`config.mk`:
```
export PLATFORM = sky130hd
export DESIGN_NAME = infix_to_postfix_converter_flat
export DESIGN_NICKNAME = d
export VERILOG_FILES = /design/src/design/itp_pkg.sv /design/src/design/itp_if.sv /design/src/design/itp_ctrl.sv /design/src/design/itp_datapath.sv /design/src/design/infix_to_postfix_converter.sv /design/src/flat_wrapper.sv
export SDC_FILE = /design/constraint.sdc
export NUM_CORES = 1
export LEC_CHECK = 0
export ABC_CLOCK_PERIOD_IN_PS = 5700
export BUFFER_PORTS_ARGS = -buffer_cell sky130_fd_sc_hd__buf_2
export CAP_MARGIN = 20
export CORE_MARGIN = 2
export CORE_UTILIZATION = 50
export CTS_CLUSTER_SIZE = 10
export DETAILED_ROUTE_END_ITERATION = 12
export PLACE_DENSITY = 0.62
export SKIP_CTS_REPAIR_TIMING = 1
export SYNTH_ARGS = -nofsm -noshare
export SYNTH_HDL_FRONTEND = slang
export SYNTH_SLANG_ARGS = --single-unit
```
`constraint.sdc`:
```
create_clock -name clk -period 5.7 [get_ports clk]
set_input_delay 0.57 -clock clk [delete_from_list [all_inputs] [get_ports clk]]
set_output_delay 0.57 -clock clk [all_outputs]
set_load 0.05 [all_outputs]
```
`src/design/itp_pkg.sv`:
```
// Package for the infix-to-postfix converter.
// Holds the stack sizing, character codes, state and command types, and the
// character classification and precedence functions. Depends on nothing.
`default_nettype none

package itp_pkg;

  localparam int STACK_DEPTH = 32;
  localparam int STACK_AW    = $clog2(STACK_DEPTH);
  localparam int COUNT_W     = $clog2(STACK_DEPTH + 1);

  localparam logic [7:0] CH_PLUS   = 8'h2B;
  localparam logic [7:0] CH_MINUS  = 8'h2D;
  localparam logic [7:0] CH_STAR   = 8'h2A;
  localparam logic [7:0] CH_SLASH  = 8'h2F;
  localparam logic [7:0] CH_CARET  = 8'h5E;
  localparam logic [7:0] CH_LPAREN = 8'h28;
  localparam logic [7:0] CH_RPAREN = 8'h29;
  localparam logic [7:0] CH_TERM   = 8'h00;
  localparam logic [7:0] CH_DIG_LO = 8'h30;
  localparam logic [7:0] CH_DIG_HI = 8'h39;
  localparam logic [7:0] CH_UC_LO  = 8'h41;
  localparam logic [7:0] CH_UC_HI  = 8'h5A;
  localparam logic [7:0] CH_LC_LO  = 8'h61;
  localparam logic [7:0] CH_LC_HI  = 8'h7A;

  localparam logic KIND_CHAR = 1'b0;
  localparam logic KIND_END  = 1'b1;

  typedef enum logic [2:0] {
    CLS_OTHER,
    CLS_ALNUM,
    CLS_LPAREN,
    CLS_RPAREN,
    CLS_OP,
    CLS_END
  } char_class_t;

  typedef enum logic {
    ST_IDLE,
    ST_WORK
  } state_t;

  typedef enum logic [2:0] {
    OUT_NONE,
    OUT_CHAR,
    OUT_TOP,
    OUT_PEND,
    OUT_PEND_LAST,
    OUT_TERM
  } out_sel_t;

  typedef struct packed {
    logic     load_item;
    logic     push;
    logic     pop;
    logic     pend_load;
    out_sel_t out_sel;
  } itp_cmd_t;

  typedef struct packed {
    char_class_t cls;
    logic        count_zero;
    logic        top_is_lparen;
    logic        top_prec_ge;
    logic        out_free;
    logic        pend_valid;
  } itp_sts_t;

  // Precedence of a stack entry or an operator; '(' and anything else is 0.
  function automatic logic [1:0] prec(input logic [7:0] c);
    logic [1:0] p;
    case (c) inside
      CH_PLUS, CH_MINUS: p = 2'd1;
      CH_STAR, CH_SLASH: p = 2'd2;
      CH_CARET:          p = 2'd3;
      default:           p = 2'd0;
    endcase
    return p;
  endfunction

  function automatic char_class_t classify(input logic kind, input logic [7:0] c);
    char_class_t cls;
    if (kind == KIND_END) begin
      cls = CLS_END;
    end else if ((c >= CH_DIG_LO && c <= CH_DIG_HI) || (c >= CH_UC_LO && c <= CH_UC_HI) ||
                 (c >= CH_LC_LO && c <= CH_LC_HI)) begin
      cls = CLS_ALNUM;
    end else begin
      case (c) inside
        CH_LPAREN:                                   cls = CLS_LPAREN;
        CH_RPAREN:                                   cls = CLS_RPAREN;
        CH_PLUS, CH_MINUS, CH_STAR, CH_SLASH, CH_CARET: cls = CLS_OP;
        default:                                     cls = CLS_OTHER;
      endcase
    end
    return cls;
  endfunction

endpackage

`default_nettype wire

```
`src/design/itp_if.sv`:
```
// Valid/ready channel interfaces for the converter's input and output words.
// Depends on nothing.
`default_nettype none

interface itp_in_if;
  logic       valid;
  logic       ready;
  logic       kind;
  logic [7:0] char_in;

  modport source (output valid, output kind, output char_in, input ready);
  modport sink   (input valid, input kind, input char_in, output ready);
endinterface

interface itp_out_if;
  logic       valid;
  logic       ready;
  logic [7:0] char_out;
  logic       last;
  logic       overflow_seen;
  logic       underflow_seen;

  modport source (output valid, output char_out, output last, output overflow_seen,
                  output underflow_seen, input ready);
  modport sink   (input valid, input char_out, input last, input overflow_seen,
                  input underflow_seen, output ready);
endinterface

`default_nettype wire

```
`src/design/itp_ctrl.sv`:
```
// Controller state machine of the infix-to-postfix converter.
// Depends on itp_pkg; drives the datapath through itp_cmd_t.
`default_nettype none

module itp_ctrl
  import itp_pkg::*;
(
  input  wire logic     clk,
  input  wire logic     rst,
  input  wire logic     in_valid,
  output logic          in_ready,
  input  wire itp_sts_t sts,
  output itp_cmd_t      cmd
);

  state_t state;
  state_t state_next;
  logic   loop_go;

  always_ff @(posedge clk) begin
    if (rst) begin
      state <= ST_IDLE;
    end else begin
      state <= state_next;
    end
  end

  always_comb begin
    state_next    = state;
    in_ready      = 1'b0;
    cmd.load_item = 1'b0;
    cmd.push      = 1'b0;
    cmd.pop       = 1'b0;
    cmd.pend_load = 1'b0;
    cmd.out_sel   = OUT_NONE;
    // The popping loop of ')' stops at '('; that of an operator at lower precedence.
    loop_go = !sts.count_zero &&
              ((sts.cls == CLS_RPAREN) ? !sts.top_is_lparen : sts.top_prec_ge);

    unique case (state)
      ST_IDLE: begin
        in_ready = 1'b1;
        if (in_valid) begin
          cmd.load_item = 1'b1;
          state_next    = ST_WORK;
        end
      end
      ST_WORK: begin
        unique case (sts.cls)
          CLS_END: begin
            if (sts.out_free) begin
              if (!sts.count_zero) begin
                cmd.pop     = 1'b1;
                cmd.out_sel = OUT_TOP;
              end else begin
                cmd.out_sel = OUT_TERM;
                state_next  = ST_IDLE;
              end
            end
          end
          CLS_ALNUM: begin
            if (sts.out_free) begin
              cmd.out_sel = OUT_CHAR;
              state_next  = ST_IDLE;
            end
          end
          CLS_LPAREN: begin
            cmd.push   = 1'b1;
            state_next = ST_IDLE;
          end
          CLS_RPAREN, CLS_OP: begin
            if (loop_go) begin
              if (!sts.pend_valid || sts.out_free) begin
                cmd.pop       = 1'b1;
                cmd.pend_load = 1'b1;
                if (sts.pend_valid) begin
                  cmd.out_sel = OUT_PEND;
                end
              end
            end else if (!sts.pend_valid || sts.out_free) begin
              if (sts.pend_valid) begin
                cmd.out_sel = OUT_PEND_LAST;
              end
              if (sts.cls == CLS_RPAREN) begin
                cmd.pop = 1'b1;
              end else begin
                cmd.push = 1'b1;
              end
              state_next = ST_IDLE;
            end
          end
          default: begin
            state_next = ST_IDLE;
          end
        endcase
      end
      default: begin
        state_next = ST_IDLE;
      end
    endcase
  end

endmodule

`default_nettype wire

```
`src/design/itp_datapath.sv`:
```
// Datapath of the infix-to-postfix converter: item register, operator stack
// memory with registered top read, stack count, sticky flags, held result
// and output register. Depends on itp_pkg.
`default_nettype none

module itp_datapath
  import itp_pkg::*;
(
  input  wire logic       clk,
  input  wire logic       rst,
  input  wire logic       kind,
  input  wire logic [7:0] char_in,
  input  wire itp_cmd_t   cmd,
  output itp_sts_t        sts,
  input  wire logic       out_ready,
  output logic            out_valid,
  output logic [7:0]      char_out,
  output logic            last,
  output logic            overflow_seen,
  output logic            underflow_seen
);

  logic [7:0]         mem [STACK_DEPTH];
  logic               cur_kind;
  logic [7:0]         cur_char;
  logic [COUNT_W-1:0] count;
  logic [COUNT_W-1:0] count_next;
  logic [COUNT_W-1:0] count_dec;
  logic [STACK_AW-1:0] rd_addr;
  logic [7:0]         top;
  logic               overflow_flag;
  logic               underflow_flag;
  logic [7:0]         pend;
  logic               pend_valid;
  logic               push_ok;
  logic               pop_ok;

  assign push_ok   = cmd.push && (count < COUNT_W'(STACK_DEPTH));
  assign pop_ok    = cmd.pop && (count != '0);
  assign count_next = push_ok ? count + COUNT_W'(1) :
                      (pop_ok ? count - COUNT_W'(1) : count);
  assign count_dec = count_next - COUNT_W'(1);
  assign rd_addr   = count_dec[STACK_AW-1:0];

  always_ff @(posedge clk) begin
    if (cmd.load_item) begin
      cur_kind <= kind;
      cur_char <= char_in;
    end
  end

  // The read port always follows the entry that will be on top next cycle;
  // a push writes exactly that entry, so its data is forwarded.
  always_ff @(posedge clk) begin
    if (push_ok) begin
      mem[count[STACK_AW-1:0]] <= cur_char;
      top                      <= cur_char;
    end else begin
      top <= mem[rd_addr];
    end
  end

  always_ff @(posedge clk) begin
    if (rst) begin
      count          <= '0;
      overflow_flag  <= 1'b0;
      underflow_flag <= 1'b0;
      pend_valid     <= 1'b0;
    end else begin
      count <= count_next;
      if (cmd.out_sel == OUT_TERM) begin
        overflow_flag  <= 1'b0;
        underflow_flag <= 1'b0;
      end else begin
        if (cmd.push && !push_ok) begin
          overflow_flag <= 1'b1;
        end
        if (cmd.pop && !pop_ok) begin
          underflow_flag <= 1'b1;
        end
      end
      if (cmd.pend_load) begin
        pend_valid <= 1'b1;
      end else if (cmd.out_sel == OUT_PEND_LAST) begin
        pend_valid <= 1'b0;
      end
    end
  end

  always_ff @(posedge clk) begin
    if (cmd.pend_load) begin
      pend <= top;
    end
  end

  always_ff @(posedge clk) begin
    if (rst) begin
      out_valid <= 1'b0;
    end else if (cmd.out_sel != OUT_NONE) begin
      out_valid <= 1'b1;
    end else if (out_ready) begin
      out_valid <= 1'b0;
    end
  end

  always_ff @(posedge clk) begin
    unique case (cmd.out_sel)
      OUT_CHAR: begin
        char_out       <= cur_char;
        last           <= 1'b1;
        overflow_seen  <= 1'b0;
        underflow_seen <= 1'b0;
      end
      OUT_TOP: begin
        char_out       <= top;
        last           <= 1'b0;
        overflow_seen  <= 1'b0;
        underflow_seen <= 1'b0;
      end
      OUT_PEND, OUT_PEND_LAST: begin
        char_out       <= pend;
        last           <= (cmd.out_sel == OUT_PEND_LAST);
        overflow_seen  <= 1'b0;
        underflow_seen <= 1'b0;
      end
      OUT_TERM: begin
        char_out       <= CH_TERM;
        last           <= 1'b1;
        overflow_seen  <= overflow_flag;
        underflow_seen <= underflow_flag;
      end
      default: begin
      end
    endcase
  end

  always_comb begin
    sts.cls           = classify(cur_kind, cur_char);
    sts.count_zero    = (count == '0);
    sts.top_is_lparen = (top == CH_LPAREN);
    sts.top_prec_ge   = (prec(top) >= prec(cur_char));
    sts.out_free      = !out_valid || out_ready;
    sts.pend_valid    = pend_valid;
  end

endmodule

`default_nettype wire

```
`src/design/infix_to_postfix_converter.sv`:
```
// Infix-to-postfix converter (shunting-yard) top level; uses itp_pkg, itp_if.
// A word is accepted while the controller is idle. The controller then works on
// it, popping operators from the stack one at a time and waiting while the
// output is stalled, and takes no new word until it is through with the last.
// Popped operators are read through the stack memory's registered read port.
// Reset (rst, synchronous, active high) empties the stack and clears both flags.
`default_nettype none

module infix_to_postfix_converter
  import itp_pkg::*;
(
  input wire logic  clk,
  input wire logic  rst,
  itp_in_if.sink    expr,
  itp_out_if.source postfix
);

  // The controller sequences one input word at a time. Letters and digits go
  // straight to the output register; '(' is pushed; ')' and operators pop
  // into a one-entry hold register so that the last popped character can be
  // marked before it leaves; the end word drains the stack and then sends the
  // zero terminator carrying the sticky overflow and underflow flags.
  itp_cmd_t cmd;
  itp_sts_t sts;

  itp_ctrl u_ctrl (
    .clk      (clk),
    .rst      (rst),
    .in_valid (expr.valid),
    .in_ready (expr.ready),
    .sts      (sts),
    .cmd      (cmd)
  );

  // The datapath's output register separates the two sides, so a word may be
  // taken while a finished result still waits for the sink.
  itp_datapath u_dp (
    .clk            (clk),
    .rst            (rst),
    .kind           (expr.kind),
    .char_in        (expr.char_in),
    .cmd            (cmd),
    .sts            (sts),
    .out_ready      (postfix.ready),
    .out_valid      (postfix.valid),
    .char_out       (postfix.char_out),
    .last           (postfix.last),
    .overflow_seen  (postfix.overflow_seen),
    .underflow_seen (postfix.underflow_seen)
  );

endmodule

`default_nettype wire

```
`src/flat_wrapper.sv`:
```
// flat-port wrapper written by rule: the top's interface ports become plain ports
module infix_to_postfix_converter_flat import itp_pkg::*;
  (clk, rst, expr_valid, expr_kind, expr_char_in, expr_ready, postfix_valid, postfix_char_out, postfix_last, postfix_overflow_seen, postfix_underflow_seen, postfix_ready);
  itp_in_if expr_i ();
  itp_out_if postfix_i ();
  input wire logic clk;
  input wire logic rst;
  input wire logic [$bits(expr_i.valid)-1:0] expr_valid;
  input wire logic [$bits(expr_i.kind)-1:0] expr_kind;
  input wire logic [$bits(expr_i.char_in)-1:0] expr_char_in;
  output wire logic [$bits(expr_i.ready)-1:0] expr_ready;
  output wire logic [$bits(postfix_i.valid)-1:0] postfix_valid;
  output wire logic [$bits(postfix_i.char_out)-1:0] postfix_char_out;
  output wire logic [$bits(postfix_i.last)-1:0] postfix_last;
  output wire logic [$bits(postfix_i.overflow_seen)-1:0] postfix_overflow_seen;
  output wire logic [$bits(postfix_i.underflow_seen)-1:0] postfix_underflow_seen;
  input wire logic [$bits(postfix_i.ready)-1:0] postfix_ready;
  assign expr_i.valid = expr_valid;
  assign expr_i.kind = expr_kind;
  assign expr_i.char_in = expr_char_in;
  assign expr_ready = expr_i.ready;
  assign postfix_valid = postfix_i.valid;
  assign postfix_char_out = postfix_i.char_out;
  assign postfix_last = postfix_i.last;
  assign postfix_overflow_seen = postfix_i.overflow_seen;
  assign postfix_underflow_seen = postfix_i.underflow_seen;
  assign postfix_i.ready = postfix_ready;
  infix_to_postfix_converter u_core (.clk(clk), .rst(rst), .expr(expr_i), .postfix(postfix_i));
endmodule
```
Word level (Yosys, flattened, before mapping). Memories as Yosys holds them, arrays and structs flattened. A register that Yosys moved wholly into a read port is not among the register bits. Index checks and enable logic that the tools add are counted.

Input port bits: 13. Bits in writable memories: 256. Word-level logic and storage cells: 139. Register bits: 39. Output and inout bits: 13. Memories: 1.

Memories: u_core.u_dp.mem (depth 32, width 8, read ports 1, clocked after Yosys merged registers in 1, write ports 1, RTL line itp_datapath.sv:23) `logic [7:0] mem [STACK_DEPTH];`.

Add/sub/neg operators: 3. Bitwise logic cells: 1. Mux-type cells: 54. Reductions and logical operators: 36. Equality and inequality tests: 23. Order comparisons: 8.

Operators with widths (count): $eq A8 B6 Y1 const B (11); $pmux W8 S4 (1); $mux W3 (10); $mux W1 (23); $mux W6 (3); $eq A8 B7 Y1 const B (2); $ge A8 B7 Y1 const B (2); $le A8 B7 Y1 const B (2); $mux W2 (8); $reduce_or A2 Y1 (8); $eq A3 B2 Y1 const B (4); $eq A3 B3 Y1 const B (4); $pmux W1 S2 (5); $pmux W3 S3 (1); $ge A8 B6 Y1 const B (1); $le A8 B6 Y1 const B (1); $logic_and A1 B1 Y1 (8); $add A6 B1 Y6 const B (1); $eq A3 B1 Y1 const B (2); $logic_not A1 Y1 (6); $logic_not A6 Y1 (1); $lt A6 B6 Y1 const B (1); $pmux W1 S3 (2); $reduce_bool A2 Y1 (3); 11 further kinds (15).

Longest topological paths before layout. Gate-level depths: netlist of the first run.

Depth after elaboration: 17. Gate-level depth with buffers: 23. Depth with buffers taken out: 18.

By module. From an unflattened synthesis of the first run, not the netlist that was laid out.

Cells, all modules: 723. Area total of the unflattened synthesis: 12460.7 µm².

Modules (own cells, without submodules): itp_datapath (area an instance 12162.9 µm², cells an instance 678, seq. area each 8828.5 µm², times used 1); itp_ctrl (area an instance 297.8 µm², cells an instance 45, seq. area each 20.0 µm², times used 1).

Worst setup path before layout of the first run. OpenSTA, ideal clock, no wires.

Path kind: register to register. Start: reg (tool-made name). End: mem u_core.u_dp.mem[10][0], enable pin. Path slack: 1147 ps. Clock period less this slack: 4553 ps. Stages on the path, launching flop included: 17. Data required time: 5330 ps. Data arrival time: 4183 ps. Path buffers: 2. Library setup time: 370 ps. Path through: dfxtp_1 > buf_6 > buf_6 > mux4_2 > mux4_2 > mux2i_2 > nand2_1 > nor4b_1 > a32oi_1 > ha_1 > nand2b_1 > a21oi_1 > o21a_1 > a22oi_2 > nor3_2 > nand2_1 > nor2_1.

RTL lines (RTL line): to (decl) (itp_datapath.sv:23).

==> results of run 1 <==
## state kept, by name, indices dropped and copies added (netlist names), 6 cells and up, named ones only
name / cells
u_core.u_dp.count: 6
u_core.u_dp.char_out: 8
u_core.u_dp.mem: 256
u_core.u_dp.cur_char: 8
u_core.u_dp.pend: 8
## worst max-delay path, stage by stage, from the launching register on
cell	delay (ps)
dfxtp_2	720
buf_4	300
mux4_2	330
mux2i_1	290
a22o_1	250
a221oi_1	130
a21oi_1	270
nor4b_1	380
a32oi_1	100
ha_1	320
nand2b_1	140
a21oi_1	270
o21a_1	160
a22oi_2	110
nor3_2	320
buf_4	190
nor2_1	50
xnor2_1	240
ha_1	240
nand3_1	100
xnor2_1	150
## final cells by class
cell class | instances | area [um^2]
multi-input combinational | 350 | 3260
clock buffer | 45 | 956
inverter | 11 | 41.3
clock inverter | 3 | 26.3
timing repair buffer | 79 | 568
sequential | 300 | 8850
tap | 324 | 405
fill | 1838 | 10200
## cells in the mapped netlist (all sizes together) (8+ instances only)
cell    count
nor2       54
clkbuf     14
o21ai       9
a22o        8
mux2i      22
nand3      10
nand2      28
edfxtp    284
buf        20
inv        11
a21oi      18
mux4       60
nor2b      11
o22ai      12
a21o        8
nand2b      8
dfxtp      16
## worst paths after layout
path | start | endpoint | slack, ps | depth (start not counted)
worst min register to register | u_core.u_dp.pend_valid | u_core.u_dp.pend_valid | 520 | 2
worst max register to register | flip-flop | flip-flop | 480 | 20
worst min-delay path | expr_char_in[0] | u_core.u_dp.cur_char[0] | 230 | 1
worst max-delay path | flip-flop | flip-flop | 480 | 20
## metal layers
| layer | GRT usage [%] | vias to the layer above | part of all wire, % |
|---|---|---|---|
| li1 | - | 2955 | - |
| met1 | 31.8 | 3423 | 44 |
| met2 | 34.4 | 221 | 47 |
| met3 | 4.11 | 52 | 6.4 |
| met4 | 6.62 | 0 | 2.4 |
| met5 | 0 | - | 0 |
## report_power, final
part	leakage [uW]	switching, uW	internal [uW]	total [uW]
sequential	0.00269	14.9	2420	2440
combinational	0.00171	68.3	23.9	92.2
clock	0.000479	795	1170	1960
## cell usage in the layout (no fill, tap or decap), types with 4 or more instances in the layout
| master | count |
|---|---|
| dfxtp_1 | 14 |
| xnor2_1 | 6 |
| edfxtp_1 | 284 |
| buf_4 | 51 |
| and3_1 | 6 |
| and2_1 | 7 |
| clkbuf_1 | 8 |
| o21ai_0 | 6 |
| inv_1 | 11 |
| nand3_1 | 10 |
| buf_2 | 25 |
| a31oi_1 | 6 |
| nand3b_1 | 4 |
| a21oi_1 | 18 |
| o21a_1 | 4 |
| nor2b_1 | 11 |
| nand2b_1 | 8 |
| a22oi_1 | 5 |
| a22o_1 | 8 |
| a21o_1 | 8 |
| o22ai_1 | 12 |
| clkbuf_16 | 37 |
| mux2i_1 | 21 |
| nor3_1 | 4 |
| ha_1 | 7 |
| nand2_1 | 28 |
| nor4_1 | 4 |
| mux4_2 | 60 |
| nor2_1 | 54 |
## through the flow
stage	area [um^2]	setup WS (ps)	std cells	total power, uW
after detailed placement	13100	527	1064	2580
final	14100	485	1112	4490
after global placement	13100	604	1064	2570
after global routing	14100	65.6	1112	4630
after floorplan	12400	1150	695	2530
after CTS	14100	498	1112	4530
## cells by family after synthesis
| group | Yosys count | synth area share, % |
|---|---|---|
| fa+ha+maj | 7 | 0.708 |
| simple gates | 161 | 7.02 |
| buf+inv | 45 | 2.12 |
| xor+xnor | 9 | 0.637 |
| mux | 85 | 13.0 |
| compound gates | 88 | 5.00 |
| flops | 300 | 71.5 |
==> results.sh, run 1 <==
export IMPL_status="finished, final reports clean"
export IMPL_worstMarginPinSlew_ps=1070
export IMPL_synth_cells=695
export IMPL_antenna_cells=0
export IMPL_grt_overflow=0
export IMPL_area_delta_synth_final_pct=14.1
export IMPL_slew_headroom_pct=28.5
export IMPL_p_leak_uw=0.00487
export IMPL_ys_flop_type="edfxtp_1"
export IMPL_grt_pass1_wl_um=42100
export IMPL_worst_path_max_fanout=21
export IMPL_seq_area_frac_synth_pct=71.5
export IMPL_end_kind="flip-flop"
export IMPL_numCtsBuffers=36
export IMPL_fin_skew_ps=20.0
export IMPL_critical_path_class="reg -> reg"
export IMPL_period_needed_ps=5220
export IMPL_rsz0062_at_grt="no"
export IMPL_startpoint_type="flip-flop"
export IMPL_die_h_um=161
export IMPL_ir_drop_uv=284
export IMPL_drive_above_1_share_pct=25.9
export IMPL_detail_route_antenna_nets=0
export IMPL_dr_pass1_iters=5
export IMPL_drv_slew=0
export IMPL_synth_top_area_share_pct=68.9
export IMPL_drc=0
export IMPL_synth_nets=715
export IMPL_powerDensity_nw_per_um2=318
export IMPL_max_cap_violations=0
export IMPL_drt_iter0_markers=553
export IMPL_tns_ps=0
export IMPL_num_io_pins=26
export IMPL_synthDistinctLibCells=63
export IMPL_postLayoutCoreUtil_pct=58.0
export IMPL_period_share_pct=91.5
export IMPL_synth_edf_count=284
export IMPL_grt_usage_pct=21.9
export IMPL_synthArstFlopShare_pct=0
export IMPL_core_um2=24300
export IMPL_avgRoutedWirePerCell_um=24.7
export IMPL_clk_latency_ps=510
export IMPL_hold_path_class="in -> reg"
export IMPL_root_buffer="clkbuf_16"
export IMPL_setup_viol=0
export IMPL_grt_pass1_vias=6798
export IMPL_port_buffers=25
export IMPL_synth_area_leaders="edfxtp_1 69%, mux4_2 11%, dfxtp_1 2.6%"
export IMPL_rows=57
export IMPL_via_per_inst=5.98
export IMPL_die_area_um2=26000
export IMPL_syn_area_um2=12400
export IMPL_gp_routability_congestion=0.879
export IMPL_grt_max_degree=42
export IMPL_cts_sinks=300
export IMPL_synth_top_area_cell="edfxtp_1"
export IMPL_synth_warnings=0
export IMPL_clkSlewWorstSetupHoldPaths_ps=60
export IMPL_fin_hold_ws_ps=230
export IMPL_grt_antenna_before_repair=0
export IMPL_nNetsFinal=798
export IMPL_ys_ff_latch=300
export IMPL_routed_wirelength_um=27500
export IMPL_htree_levels=2
export IMPL_start_util_pct=50.9
export IMPL_hold_violations=0
export IMPL_worstPathArrival_ps=5610
export IMPL_ctsLongestPathBuffers=3
export IMPL_cts_tree="built"
export IMPL_avgSynthCellArea_um2=17.8
export IMPL_worstPathRequired_ps=6100
export IMPL_fmax_ghz=0.192
export IMPL_vias=6651
export IMPL_dieWidth_um=161
export IMPL_post_dp_hpwl_um=18300
(Power assumes the default switching activity.)
==> run 2, diff against run 1 <==
--- a/config.mk
+++ b/config.mk
@@ -10,2 +10,3 @@
 export CAP_MARGIN = 20
+export CORE_ASPECT_RATIO = 0.9
 export CORE_MARGIN = 2
@@ -19 +20,2 @@
 export SYNTH_SLANG_ARGS = --single-unit
+export TNS_END_PERCENT = 10
==> constraint.sdc (replaced) <==
create_clock -name clk -period 5.7 [get_ports clk]
set_input_delay 0.855 -clock clk [delete_from_list [all_inputs] [get_ports clk]]
set_output_delay 0.855 -clock clk [all_outputs]
set_load 0.05 [all_outputs]
==> run 2 against run 1 <==
Sequential share of layout area is 0.16 points lower. Non-clock buffer count increased by 4. Final area is 0.25% higher. Combinational power rose by 2.3%. Global-route usage is 0.25 points lower. Wire length shrank 0.77%. Largest power group unchanged.
==> results.sh, run 2 (synthesis gave the netlist of run 1 again) <==
export IMPL_area_delta_synth_final_pct=14.3
export IMPL_dr_pass1_iters=7
export IMPL_max_cap_violations=0
export IMPL_final_common_cell="edfxtp_1"
export IMPL_drive_above_1_share_pct=25.8
export IMPL_antenna_cells=0
export IMPL_end_kind="flip-flop"
export IMPL_start_util_pct=51.0
export IMPL_num_io_pins=26
export IMPL_grt_busiest_layer="met1"
export IMPL_drc=0
export IMPL_avgRoutedWirePerCell_um=24.7
export IMPL_placed_cell_area_um2=13200
export IMPL_grt_usage_pct=21.7
export IMPL_grt_max_degree=42
export IMPL_port_buffers=25
export IMPL_grt_pass1_wl_um=41500
export IMPL_die_h_um=153
export IMPL_via_per_inst=5.97
export IMPL_rows=54
export IMPL_htree_levels=2
export IMPL_post_dp_hpwl_um=18200
export IMPL_cp_top_family="simple AND/OR/NAND/NOR gates"
export IMPL_root_buffer="clkbuf_16"
export IMPL_critical_path_class="reg -> reg"
export IMPL_fill_cells=1818
export IMPL_crit_chain="buf_12 -> mux4_2 -> mux4_2 -> mux2i_2 -> nand2_1 -> nor4b_1 -> a32oi_1 -> ha_1 -> nand2b_1 -> a21oi_1 -> o21a_1 -> a22oi_2 -> nor3_2 -> nand2_1 -> nor2_1 -> buf_4"
export IMPL_dp_cells=1052
export IMPL_worstPathArrival_ps=5330
export IMPL_fmax_ghz=0.194
export IMPL_grt_antenna_before_repair=0
export IMPL_crit_path_top_delay_cell="mux4_2"
export IMPL_use_met3_pct=5.00
export IMPL_grt_pass1_vias=6662
export IMPL_cts_tree="built"
export IMPL_vias=6605
export IMPL_worstMarginPinSlew_ps=976
export IMPL_stdcell_count=1106
export IMPL_nNetsFinal=802
export IMPL_die_area_um2=26000
export IMPL_worstPathRequired_ps=5880
export IMPL_powerDensity_nw_per_um2=318
export IMPL_ir_drop_uv=343
export IMPL_status="finished, final reports clean"
export IMPL_slew_headroom_pct=34.8
export IMPL_clk_latency_ps=500
export IMPL_period_share_pct=90.2
export IMPL_cts_sinks=300
export IMPL_drv_slew=0
export IMPL_startpoint_type="flip-flop"
export IMPL_fin_skew_ps=25.7
export IMPL_clkSlewWorstSetupHoldPaths_ps=60
export IMPL_drt_iter0_markers=764
export IMPL_fin_area_um2=14100
export IMPL_cpPeakStageDelay_ps=530
export IMPL_grt_overflow=0
export IMPL_detail_route_antenna_nets=0
export IMPL_worst_path_buf_inv=2
export IMPL_numCtsBuffers=36
export IMPL_gp_routability_congestion=0.884
export IMPL_worst_path_max_fanout=24
export IMPL_rsz0062_at_grt="no"
export IMPL_p_leak_uw=0.00490
export IMPL_fin_hold_ws_ps=510
export IMPL_routed_wirelength_um=27300
export IMPL_tns_ps=0
export IMPL_total_power_uw=4500
export IMPL_period_needed_ps=5140
export IMPL_largest_reg_flops=256
export IMPL_dieWidth_um=170
export IMPL_ctsLongestPathBuffers=3
export IMPL_layout_common_cells="284 x edfxtp_1, 60 x mux4_2, 54 x nor2_1, 54 x buf_4, 37 x clkbuf_16"
export IMPL_hold_path_class="reg -> reg"
export IMPL_use_met1_pct=33.4
export IMPL_met2_usage_pct=31.9
export IMPL_core_um2=24300
export IMPL_hold_violations=0
export IMPL_setup_viol=0
-- run 2: tightest hold or removal path, cell delays in order, from the launching register on --
cell     delay [ps]
dfxtp_1         320
o21ai_1          70
a21oi_1          60
-- run 2: per-stage QoR --
stage | utilization [%] | setup WS, ps
after floorplan | - | 1150
after global placement | 54.2 | 687
after detailed placement | 54.2 | 623
after CTS | 58.3 | 597
after global routing | 58.3 | 258
final | 58.3 | 557
-- run 2: final timing paths --
path / cells after the start / end / start / slack [ps]
hold / removal: 2 / u_core.u_dp.pend_valid / u_core.u_dp.pend_valid / 510
hold reg to reg: 2 / u_core.u_dp.pend_valid / u_core.u_dp.pend_valid / 510
setup / recovery: 16 / u_core.u_dp.mem[25][1] / flip-flop / 560
setup reg to reg: 16 / u_core.u_dp.mem[25][1] / flip-flop / 560
-- run 2: cell type report --
class,count,area [um^2],area share (%)
inverters,11,41.3,0.292
clock inverters,2,12.5,0.0884
multi-input cells,350,3260,23.1
flip-flops and latches,300,8850,62.6
clock buffers,52,982,6.94
well taps,308,385,2.72
repair buffers,83,611,4.32
-- run 2: power breakdown --
group | internal, uW | switching [uW] | total (uW) | leakage (uW)
sequential | 2420 | 11.1 | 2440 | 0.00269
combinational | 24.1 | 70.2 | 94.3 | 0.00173
clock | 1180 | 790 | 1970 | 0.000479
-- run 2: metal layers --
metal | vias up | share of wire [%]
met5 | - | 0
met3 | 32 | 7.1
met4 | 0 | 1.6
met2 | 232 | 45
met1 | 3385 | 46
li1 | 2956 | -
